## config.mk

```make
export PLATFORM = sky130hd
export DESIGN_NAME = power_key_auto_on_off_sequencer_flat
export DESIGN_NICKNAME = d
export VERILOG_FILES = /design/src/sv/pkao_pkg.sv /design/src/sv/pkao_ifs.sv /design/src/sv/power_key_auto_on_off_sequencer.sv /design/src/sv/pkao_regs.sv /design/src/flat_wrapper.sv
export SDC_FILE = /design/constraint.sdc
export NUM_CORES = 1
export LEC_CHECK = 0
export BUFFER_PORTS_ARGS = -buffer_cell sky130_fd_sc_hd__buf_2
export CAP_MARGIN = 0
export CORE_MARGIN = 2
export CORE_UTILIZATION = 30
export CTS_CLUSTER_SIZE = 14
export DETAILED_ROUTE_END_ITERATION = 8
export SKIP_LAST_GASP = 1
export SLEW_MARGIN = 20
export SYNTH_ARGS = -nofsm -noshare
export SYNTH_HDL_FRONTEND = slang
export SYNTH_SLANG_ARGS = --single-unit
```

## constraint.sdc

```tcl
create_clock -name clk -period 13.55 [get_ports clk]
set_input_delay 0.6775 -clock clk [delete_from_list [all_inputs] [get_ports clk]]
set_output_delay 0.6775 -clock clk [all_outputs]
set_load 0.05 [all_outputs]
```

## src/sv/pkao_pkg.sv

```systemverilog
// Package with the types, constants and step functions of the power key sequencer.
`default_nettype none

package pkao_pkg;

    localparam int APB_ADDR_W = 4;
    localparam int APB_DATA_W = 32;

    localparam logic [7:0] F_ENABLE   = 8'h01;
    localparam logic [7:0] F_WAKE_ACC = 8'h02;
    localparam logic [7:0] F_WAKE_M5V = 8'h04;
    localparam logic [7:0] F_WORK     = 8'h08;
    localparam logic [7:0] F_HOLD     = 8'h10;
    localparam logic [7:0] F_TIMEOUT  = 8'h20;
    localparam logic [7:0] F_SHUTDOWN = 8'h40;
    localparam logic [7:0] F_WAKE     = 8'h80;
    localparam logic [7:0] F_LOW_MASK = 8'h0F;
    localparam logic [7:0] F_NONE     = 8'h00;

    localparam logic [7:0]  SHORT_DELAY_RESET = 8'd10;
    localparam logic [7:0]  ONE_SECOND_RESET  = 8'd100;
    localparam logic [7:0]  TWO_SECOND_RESET  = 8'd200;
    localparam logic [15:0] TIMEOUT_RESET     = 16'd3600;

    typedef enum logic [1:0] {
        REG_SHORT_DELAY = 2'd0,
        REG_ONE_SECOND  = 2'd1,
        REG_TWO_SECOND  = 2'd2,
        REG_TIMEOUT     = 2'd3
    } reg_idx_t;

    typedef enum logic [2:0] {
        PH_IDLE     = 3'd0,
        PH_SLEEP    = 3'd1,
        PH_WAKEKEY  = 3'd2,
        PH_ACC      = 3'd3,
        PH_ACC_HOLD = 3'd4,
        PH_M5V      = 3'd5
    } phase_t;

    typedef struct packed {
        logic [7:0]  short_delay_ticks;
        logic [7:0]  one_second_ticks;
        logic [7:0]  two_second_ticks;
        logic [15:0] timeout_seconds;
    } cfg_t;

    typedef struct packed {
        logic [7:0]  flags;
        logic [7:0]  tick;
        logic [15:0] secs;
        phase_t      phase;
        logic        key;
        logic        ten;
    } state_t;

    function automatic logic has(logic [7:0] flags, logic [7:0] mask);
        return (flags & mask) != F_NONE;
    endfunction

    // Timer handler: hold, timeout, shutdown press and wake press in that order.
    function automatic state_t timer_rules(state_t s, cfg_t c);
        state_t r;
        r = s;
        if (has(r.flags, F_HOLD)) begin
            if (r.tick == 8'd0) begin
                r.flags = r.flags & F_LOW_MASK;
                r.key   = 1'b0;
            end else begin
                r.tick = r.tick - 8'd1;
            end
        end
        if (has(r.flags, F_TIMEOUT)) begin
            if (r.tick == 8'd0) begin
                r.secs = r.secs - 16'd1;
                if (r.secs == 16'd0) begin
                    r.flags = (r.flags & ~F_TIMEOUT) | F_SHUTDOWN;
                end
                r.tick = c.one_second_ticks;
            end else begin
                r.tick = r.tick - 8'd1;
            end
        end
        if (has(r.flags, F_SHUTDOWN)) begin
            if (r.tick == 8'd0) begin
                r.key   = 1'b1;
                r.flags = (r.flags & F_ENABLE) | F_HOLD;
                r.tick  = c.two_second_ticks;
            end else begin
                r.tick = r.tick - 8'd1;
            end
        end
        if (has(r.flags, F_WAKE)) begin
            if (r.tick == 8'd0) begin
                r.key   = 1'b1;
                r.flags = (r.flags & F_LOW_MASK) | F_HOLD;
                r.tick  = c.two_second_ticks;
            end else begin
                r.tick = r.tick - 8'd1;
            end
        end
        return r;
    endfunction

    function automatic state_t serve_acc(state_t s, cfg_t c, logic acc, logic m5v);
        state_t r;
        logic   held;
        r    = s;
        held = 1'b0;
        if (!has(r.flags, F_WAKE_ACC)) begin
            r.phase = PH_IDLE;
        end else begin
            if (acc) begin
                if (!has(r.flags, F_WORK)) begin
                    if (m5v) begin
                        r.flags = r.flags | F_WORK | F_HOLD;
                        r.tick  = c.short_delay_ticks;
                        r.phase = PH_ACC_HOLD;
                        held    = 1'b1;
                    end
                end else if (!m5v) begin
                    r.flags = F_HOLD;
                    r.tick  = c.short_delay_ticks;
                end
            end else begin
                r.flags = r.flags & ~F_WAKE_ACC;
                r.tick  = c.short_delay_ticks;
                if (has(r.flags, F_WORK)) begin
                    r.flags = r.flags | F_ENABLE | F_SHUTDOWN;
                end else if (has(r.flags, F_ENABLE)) begin
                    r.flags = r.flags | F_SHUTDOWN;
                end else begin
                    r.flags = r.flags | F_HOLD;
                end
            end
            if (!held && !has(r.flags, F_WAKE_ACC)) begin
                r.phase = PH_IDLE;
            end
        end
        return r;
    endfunction

    function automatic state_t serve_m5v(state_t s, cfg_t c, logic acc, logic m5v);
        state_t r;
        r = s;
        if (!has(r.flags, F_WAKE_M5V)) begin
            r.phase = PH_IDLE;
        end else begin
            if (acc) begin
                r.flags = r.flags & ~F_TIMEOUT;
            end
            if (!m5v) begin
                r.flags = (r.flags & F_ENABLE) | F_HOLD;
                r.tick  = c.short_delay_ticks;
            end
            if (!has(r.flags, F_WAKE_M5V)) begin
                r.phase = PH_IDLE;
            end
        end
        return r;
    endfunction

    function automatic state_t wake_up(state_t s, cfg_t c, logic acc, logic m5v);
        state_t r;
        r = s;
        if (acc) begin
            r.ten = 1'b1;
            if (has(r.flags, F_ENABLE)) begin
                r.tick  = c.one_second_ticks;
                r.flags = r.flags | F_WAKE;
                r.phase = PH_WAKEKEY;
            end else begin
                r.flags = r.flags | F_WAKE_ACC;
                r.phase = PH_ACC;
            end
        end else if (m5v) begin
            r.ten   = 1'b1;
            r.tick  = c.one_second_ticks;
            r.secs  = c.timeout_seconds;
            r.flags = r.flags | F_TIMEOUT | F_WAKE_M5V;
            r.phase = PH_M5V;
        end
        return r;
    endfunction

    // One item: a wake from sleep, or a tick while ticking is on followed by one pass of the main loop.
    function automatic state_t step(state_t s, cfg_t c, logic func, logic acc, logic m5v);
        state_t r;
        r = s;
        if (func) begin
            if (s.phase == PH_SLEEP) begin
                r = wake_up(s, c, acc, m5v);
            end
        end else if (s.phase != PH_SLEEP) begin
            if (r.ten) begin
                r = timer_rules(r, c);
            end
            case (r.phase)
                PH_WAKEKEY: begin
                    if (!has(r.flags, F_WAKE | F_HOLD)) begin
                        r.flags = r.flags | F_WAKE_ACC;
                        r.phase = PH_ACC;
                    end
                end
                PH_ACC: begin
                    r = serve_acc(r, c, acc, m5v);
                end
                PH_ACC_HOLD: begin
                    if (!has(r.flags, F_HOLD)) begin
                        r.phase = PH_ACC;
                    end
                end
                PH_M5V: begin
                    r = serve_m5v(r, c, acc, m5v);
                end
                default: begin
                    if (!has(r.flags, F_HOLD | F_SHUTDOWN) && !m5v) begin
                        r.key   = 1'b0;
                        r.ten   = 1'b0;
                        r.flags = r.flags & F_ENABLE;
                        r.phase = PH_SLEEP;
                    end else begin
                        r.phase = PH_IDLE;
                    end
                end
            endcase
        end
        return r;
    endfunction

endpackage

`default_nettype wire

```

## src/sv/pkao_ifs.sv

```systemverilog
// Valid/ready channel interfaces for the event items and the status items.
`default_nettype none

interface pkao_in_if;
    logic valid;
    logic ready;
    logic func;
    logic acc_on;
    logic m5v_on;

    modport source (output valid, func, acc_on, m5v_on, input ready);
    modport sink (input valid, func, acc_on, m5v_on, output ready);
endinterface

interface pkao_out_if;
    logic valid;
    logic ready;
    logic key_pressed;
    logic sleeping;
    logic ticking;

    modport source (output valid, key_pressed, sleeping, ticking, input ready);
    modport sink (input valid, key_pressed, sleeping, ticking, output ready);
endinterface

`default_nettype wire

```

## src/sv/power_key_auto_on_off_sequencer.sv

```systemverilog
// Top level of the power key sequencer: input register, step logic and result register.
//
//   Channel  Role    Fields
//   evt      sink    func, acc_on, m5v_on
//   status   source  key_pressed, sleeping, ticking
//   apb      slave   four configuration registers at byte addresses 0, 4, 8, 12
//
// One item is accepted per clock while the status channel is not stalled.
// The state update for an item is combinational flag and counter logic.
// Reset sets the hold flag alone with ticking on, and the configuration to its defaults.
// A stalled status channel holds its result and the next item waits in the input register.
`default_nettype none

module power_key_auto_on_off_sequencer (
    input  wire logic                            clk,
    input  wire logic                            rst_n,
    pkao_in_if.sink                              evt,
    pkao_out_if.source                           status,
    input  wire logic                            psel,
    input  wire logic                            penable,
    input  wire logic                            pwrite,
    input  wire logic [pkao_pkg::APB_ADDR_W-1:0] paddr,
    input  wire logic [pkao_pkg::APB_DATA_W-1:0] pwdata,
    output logic      [pkao_pkg::APB_DATA_W-1:0] prdata,
    output logic                                 pready
);

    pkao_pkg::cfg_t   cfg;
    pkao_pkg::state_t st_reg;
    pkao_pkg::state_t st_next;
    pkao_pkg::state_t st_step;

    logic s1_valid_reg;
    logic s1_valid_next;
    logic s1_func_reg;
    logic s1_acc_reg;
    logic s1_m5v_reg;
    logic res_valid_reg;
    logic res_valid_next;
    logic res_key_reg;
    logic res_sleep_reg;
    logic res_tick_reg;
    logic advance;
    logic accept;

    pkao_regs u_regs (
        .clk     (clk),
        .rst_n   (rst_n),
        .psel    (psel),
        .penable (penable),
        .pwrite  (pwrite),
        .paddr   (paddr),
        .pwdata  (pwdata),
        .prdata  (prdata),
        .pready  (pready),
        .cfg     (cfg)
    );

    assign advance   = s1_valid_reg && (!res_valid_reg || status.ready);
    assign evt.ready = !s1_valid_reg || advance;
    assign accept    = evt.valid && evt.ready;

    assign st_step = pkao_pkg::step(st_reg, cfg, s1_func_reg, s1_acc_reg, s1_m5v_reg);

    always_comb
    begin
        st_next        = advance ? st_step : st_reg;
        s1_valid_next  = accept ? 1'b1 : (advance ? 1'b0 : s1_valid_reg);
        res_valid_next = advance ? 1'b1 : (status.ready ? 1'b0 : res_valid_reg);
    end

    always_ff @(posedge clk or negedge rst_n)
    begin
        if (!rst_n)
        begin
            st_reg.flags  <= pkao_pkg::F_HOLD;
            st_reg.tick   <= pkao_pkg::ONE_SECOND_RESET;
            st_reg.secs   <= '0;
            st_reg.phase  <= pkao_pkg::PH_IDLE;
            st_reg.key    <= 1'b0;
            st_reg.ten    <= 1'b1;
            s1_valid_reg  <= 1'b0;
            res_valid_reg <= 1'b0;
        end
        else
        begin
            st_reg        <= st_next;
            s1_valid_reg  <= s1_valid_next;
            res_valid_reg <= res_valid_next;
        end
    end

    always_ff @(posedge clk)
    begin
        if (accept)
        begin
            s1_func_reg <= evt.func;
            s1_acc_reg  <= evt.acc_on;
            s1_m5v_reg  <= evt.m5v_on;
        end
        if (advance)
        begin
            res_key_reg   <= st_step.key;
            res_sleep_reg <= (st_step.phase == pkao_pkg::PH_SLEEP);
            res_tick_reg  <= st_step.ten;
        end
    end

    assign status.valid       = res_valid_reg;
    assign status.key_pressed = res_key_reg;
    assign status.sleeping    = res_sleep_reg;
    assign status.ticking     = res_tick_reg;

endmodule

`default_nettype wire

```

## src/sv/pkao_regs.sv

```systemverilog
// APB configuration registers of the power key sequencer.
`default_nettype none

module pkao_regs (
    input  wire logic                            clk,
    input  wire logic                            rst_n,
    input  wire logic                            psel,
    input  wire logic                            penable,
    input  wire logic                            pwrite,
    input  wire logic [pkao_pkg::APB_ADDR_W-1:0] paddr,
    input  wire logic [pkao_pkg::APB_DATA_W-1:0] pwdata,
    output logic      [pkao_pkg::APB_DATA_W-1:0] prdata,
    output logic                                 pready,
    output pkao_pkg::cfg_t                       cfg
);

    pkao_pkg::cfg_t     cfg_reg;
    pkao_pkg::cfg_t     cfg_next;
    pkao_pkg::reg_idx_t idx;
    logic               wr_en;

    assign idx    = pkao_pkg::reg_idx_t'(paddr[3:2]);
    assign wr_en  = psel && penable && pwrite;
    assign pready = 1'b1;
    assign cfg    = cfg_reg;

    always_comb
    begin
        cfg_next = cfg_reg;
        if (wr_en)
        begin
            case (idx)
                pkao_pkg::REG_SHORT_DELAY: cfg_next.short_delay_ticks = pwdata[7:0];
                pkao_pkg::REG_ONE_SECOND:  cfg_next.one_second_ticks  = pwdata[7:0];
                pkao_pkg::REG_TWO_SECOND:  cfg_next.two_second_ticks  = pwdata[7:0];
                pkao_pkg::REG_TIMEOUT:     cfg_next.timeout_seconds   = pwdata[15:0];
                default:                   cfg_next = cfg_reg;
            endcase
        end
    end

    always_comb
    begin
        case (idx)
            pkao_pkg::REG_SHORT_DELAY: prdata = {24'd0, cfg_reg.short_delay_ticks};
            pkao_pkg::REG_ONE_SECOND:  prdata = {24'd0, cfg_reg.one_second_ticks};
            pkao_pkg::REG_TWO_SECOND:  prdata = {24'd0, cfg_reg.two_second_ticks};
            pkao_pkg::REG_TIMEOUT:     prdata = {16'd0, cfg_reg.timeout_seconds};
            default:                   prdata = '0;
        endcase
    end

    always_ff @(posedge clk or negedge rst_n)
    begin
        if (!rst_n)
        begin
            cfg_reg.short_delay_ticks <= pkao_pkg::SHORT_DELAY_RESET;
            cfg_reg.one_second_ticks  <= pkao_pkg::ONE_SECOND_RESET;
            cfg_reg.two_second_ticks  <= pkao_pkg::TWO_SECOND_RESET;
            cfg_reg.timeout_seconds   <= pkao_pkg::TIMEOUT_RESET;
        end
        else
        begin
            cfg_reg <= cfg_next;
        end
    end

endmodule

`default_nettype wire

```

## src/flat_wrapper.sv

```systemverilog
// flat-port wrapper written by rule: the top's interface ports become plain ports
module power_key_auto_on_off_sequencer_flat 
  (clk, rst_n, psel, penable, pwrite, paddr, pwdata, prdata, pready, evt_valid, evt_func, evt_acc_on, evt_m5v_on, evt_ready, status_valid, status_key_pressed, status_sleeping, status_ticking, status_ready);
  pkao_in_if evt_i ();
  pkao_out_if status_i ();
  input  wire logic clk;
  input  wire logic rst_n;
  input  wire logic psel;
  input  wire logic penable;
  input  wire logic pwrite;
  input  wire logic [pkao_pkg::APB_ADDR_W-1:0] paddr;
  input  wire logic [pkao_pkg::APB_DATA_W-1:0] pwdata;
  output logic      [pkao_pkg::APB_DATA_W-1:0] prdata;
  output logic pready;
  input wire logic [$bits(evt_i.valid)-1:0] evt_valid;
  input wire logic [$bits(evt_i.func)-1:0] evt_func;
  input wire logic [$bits(evt_i.acc_on)-1:0] evt_acc_on;
  input wire logic [$bits(evt_i.m5v_on)-1:0] evt_m5v_on;
  output wire logic [$bits(evt_i.ready)-1:0] evt_ready;
  output wire logic [$bits(status_i.valid)-1:0] status_valid;
  output wire logic [$bits(status_i.key_pressed)-1:0] status_key_pressed;
  output wire logic [$bits(status_i.sleeping)-1:0] status_sleeping;
  output wire logic [$bits(status_i.ticking)-1:0] status_ticking;
  input wire logic [$bits(status_i.ready)-1:0] status_ready;
  assign evt_i.valid = evt_valid;
  assign evt_i.func = evt_func;
  assign evt_i.acc_on = evt_acc_on;
  assign evt_i.m5v_on = evt_m5v_on;
  assign evt_ready = evt_i.ready;
  assign status_valid = status_i.valid;
  assign status_key_pressed = status_i.key_pressed;
  assign status_sleeping = status_i.sleeping;
  assign status_ticking = status_i.ticking;
  assign status_i.ready = status_ready;
  power_key_auto_on_off_sequencer u_core (.clk(clk), .rst_n(rst_n), .evt(evt_i), .status(status_i), .psel(psel), .penable(penable), .pwrite(pwrite), .paddr(paddr), .pwdata(pwdata), .prdata(prdata), .pready(pready));
endmodule
```

==> key figures <==
Status
  – Status: finished, final reports clean

Floorplan
  – Row count: 55
  – Starting density of the core: 30.52%
  – Core footprint: 22640 um^2
  – Total die area: 24260 um^2
  – Die Y: 155.8 um
  – I/O Pins: between 80 and 90
  – Die W: approximately 160 um

Power and ir drop
  – Peak VDD IR: between 0.07 and 0.08 mV
  – Pwr per Cell Area: 201.9 nW/um^2
  – Total power: 1.534 mW
  – Leakage Power: 3.000 nW

Place
  – Buffers on Ports: 48
  – Gp weighted congestion: between 0.9 and 1
  – Post-Place Cell Area: 7312 um^2
  – DP HPWL: 15120 um
  – Dpl ws: ~6 ns

GRT
  – Largest net degree at the start of global routing: 80
  – M2 GR Usage: 28.51%
  – GRT Max-Usage Layer: met2
  – First-pass GRT wire length: 32900 um
  – GRT overflow: 0
  – GR Util met3: under 10%
  – Initial antenna violation count: 0
  – Vias in the first global route: 6075
  – Met1 Track Usage GR: 22.91%
  – Global Route Usage Sum: 16.84%

Timing
  – Fmax: 129.4 MHz
  – Post-layout minimum cycle time: 7.728 ns
  – Fin crit share: 57.03%
  – Final Slew Violations: 0
  – Fin Clk Skew: 0.01671 ns
  – Final setup viols: 0
  – Setup TNS Final: 0 ns
  – Final Hold Fails: 0
  – RSZ-0062 raised after global routing: false
  – Final setup margin: 5.822 ns
  – Max-slew headroom: 43.30%
  – Slew @ Worst Pin: 0.8398 ns

Yosys
  – Register area share after synthesis: 31.53%
  – Warnings, synthesis: 0
  – Cell area after synthesis: 6909 um^2
  – Ys async rst share: ~93%
  – Ys flop type: dfrtp_1
  – Yosys top cell by area: dfrtp_1
  – Syn Area/Cell: 8.658 um^2
  – Top post-synthesis cells by area: dfrtp_1 (22%), mux2_2 (7.0%), dfstp_2 (6.5%), o21ai_0 (4.7%), a21oi_1 (4.1%)
  – Number of flops mapped to enable cells by yosys: 6
  – Post-synth top area share: 22.46%
  – Mapped Cells: 798
  – Post-synth cell types: 95
  – #FFs+latches synth: 85

Clocking
  – Hold buffers post-CTS: 0
  – Later-pin clock latency in the skew report: 0.35 ns
  – Cts bufs inserted: 9
  – Post-CTS Resized: 0
  – Reg clk slew, reported paths: 0.08 ns
  – Max clock buf depth: 2
  – Postcts setup bufs: 0
  – Root Buffer: clkbuf_16
  – CTS Sinks: 85
  – H-tree levels: 3
  – TritonCTS clock tree: yes

Critical path
  – Worst path required time: 13.64 ns
  – Most frequent CP cell: ha_1
  – CP Launch Point: u_core.st_reg[21]
  – CP Buf/Inv Count: 2
  – CP Launch Type: flop
  – Reg-to-Reg Start: u_core.st_reg[21]
  – Critical Path Max Stage Delay: 0.73 ns
  – Crit end category: flop
  – Worst path slowest cell: or4b_1
  – Critical path's top delay family: simple AND/OR/NAND/NOR gates
  – Worst-path fanout max: 16
  – CP Class: reg -> reg
  – Worst Path Arrival: 7.81 ns

Hold path
  – Min-delay worst type: in -> async

Drt
  – Vias: 6394
  – Routed vias/inst: 5.755
  – ANT nets after route: 0
  – 1st-pass router iterations: 5
  – DR WL/cell: 18.27 um
  – WL final: roughly 20000 um
  – Remaining routing DRC violations: 0
  – Initial drt markers: 477

Finish
  – Area occupied by multi-input gates: 4388 um^2
  – Reg area: 2178 um^2
  – Antenna Diode Count: 0
  – Fin area: 7599 um^2
  – Final nets: between 800 and 900
  – Area grow syn2layout: 9.978%
  – Fillers: 2361
  – Share of layout cells above drive strength 1: 20.82%
  – Max reg flops: 40

Flow run
  – Max-cap check violation count: 0
[synth_stat cells, drive strengths merged, types with 4 or more instances]
cell,n
nor3,34
xor2,4
nor2,65
a22oi,7
o21ai,69
and2,11
nand2,63
o21a,7
nand4,7
nor4b,7
a21oi,59
or3,11
dfrtp,62
a221oi,4
ha,12
nand3,22
nor4,8
or2,4
o22ai,4
edfxtp,6
dfstp,17
inv,19
buf,27
nand3b,4
clkbuf,33
o31ai,5
mux2,44
a32oi,11
nor2b,10
nand4b,4
a2111oi,5
xnor2,6
nand2b,15
o211ai,6
mux2i,7
and3,24
mux4,8
a21o,4
a211oi,5
a31oi,15
o311ai,7
[area by class of cell]
cell class                      instances  share of cell area (%)
Multi-Input combinational cell        647                   57.75
Sequential cell                        85                   28.67
Tap cell                              285                   4.693
Timing Repair Buffer                   57                   4.133
Clock buffer                            9                   2.964
Inverter                               21                   1.037
Clock inverter                          7                  0.7575
[metal layers]
metal | vias to the layer above | routed length, um
li1 | 3033 | -
met1 | 3117 | 9031
met2 | 215 | 9700
met3 | 29 | 1233
met4 | 0 | 336
met5 | - | 0
[stage by stage]
step           util [%]  instances  hold slack, ns
2_1_floorplan         -        813          0.3819
3_3_place_gp      32.30       1095          0.4723
3_5_place_dp      32.30       1095          0.4842
4_1_cts           33.55       1111          0.4982
5_1_grt           33.56       1111          0.4289
6_report          33.56       1111          0.3769
[where the power goes]
| group | total (mW) | leakage (nW) | internal [mW] | switching (mW) |
|---|---|---|---|---|
| registers | 0.446 | 1.01 | 0.330 | 0.116 |
| clock network | 0.242 | 0.134 | 0.127 | 0.115 |
| logic | 0.846 | 1.85 | 0.325 | 0.521 |
| total | 1.53 | 3.00 | 0.782 | 0.752 |
[logic make-up (layout without fill, tap and decap cells)]
family | Yosys count | after routing | synth area share [%]
buffers and inverters | 81 | 94 | 5.777
AND/OR/NAND/NOR | 304 | 304 | 23.80
multiplexers | 59 | 59 | 10.79
adder cells (fa/ha/maj) | 12 | 12 | 2.173
flip-flops | 85 | 85 | 31.53
XOR/XNOR | 10 | 10 | 1.268
AO/OA/AOI/OAI | 245 | 245 | 24.56
other | 2 | 17 | 0.1087
[path summary, 6_finish.rpt]
path                                             endpoint  slack (ns)  cells past startpoint
worst max-delay path            u_core.status.key_pressed        5.82                     25
worst min-delay path                     u_core.st_reg[6]        0.38                      1
worst max register to register  u_core.status.key_pressed        5.82                     25
worst min register to register           u_core.st_reg[1]        0.50                      2
max in group asynchronous                u_core.st_reg[3]       12.69                      1
min in group clk                         u_core.st_reg[1]        0.50                      2
[cells in the final DEF (no fill, tap or decap), types with 8 or more instances in the layout]
master,netlist,routed
dfstp_2,17,17
nor2b_1,10,10
clkbuf_16,0,9
buf_4,18,9
and3_1,24,24
a32oi_1,11,11
dfrtp_1,62,62
nor2_1,65,65
nand3_1,22,22
and2_1,10,10
nand2_1,60,60
buf_2,4,47
mux2_2,43,43
ha_1,12,12
a31oi_1,15,15
o21ai_0,65,65
inv_1,19,19
nor3_1,32,32
mux4_2,8,8
a21oi_1,56,56
or3_1,10,10
conb_1,2,17
nand2b_1,14,14
No activity file was read; power rests on OpenSTA's default activity.
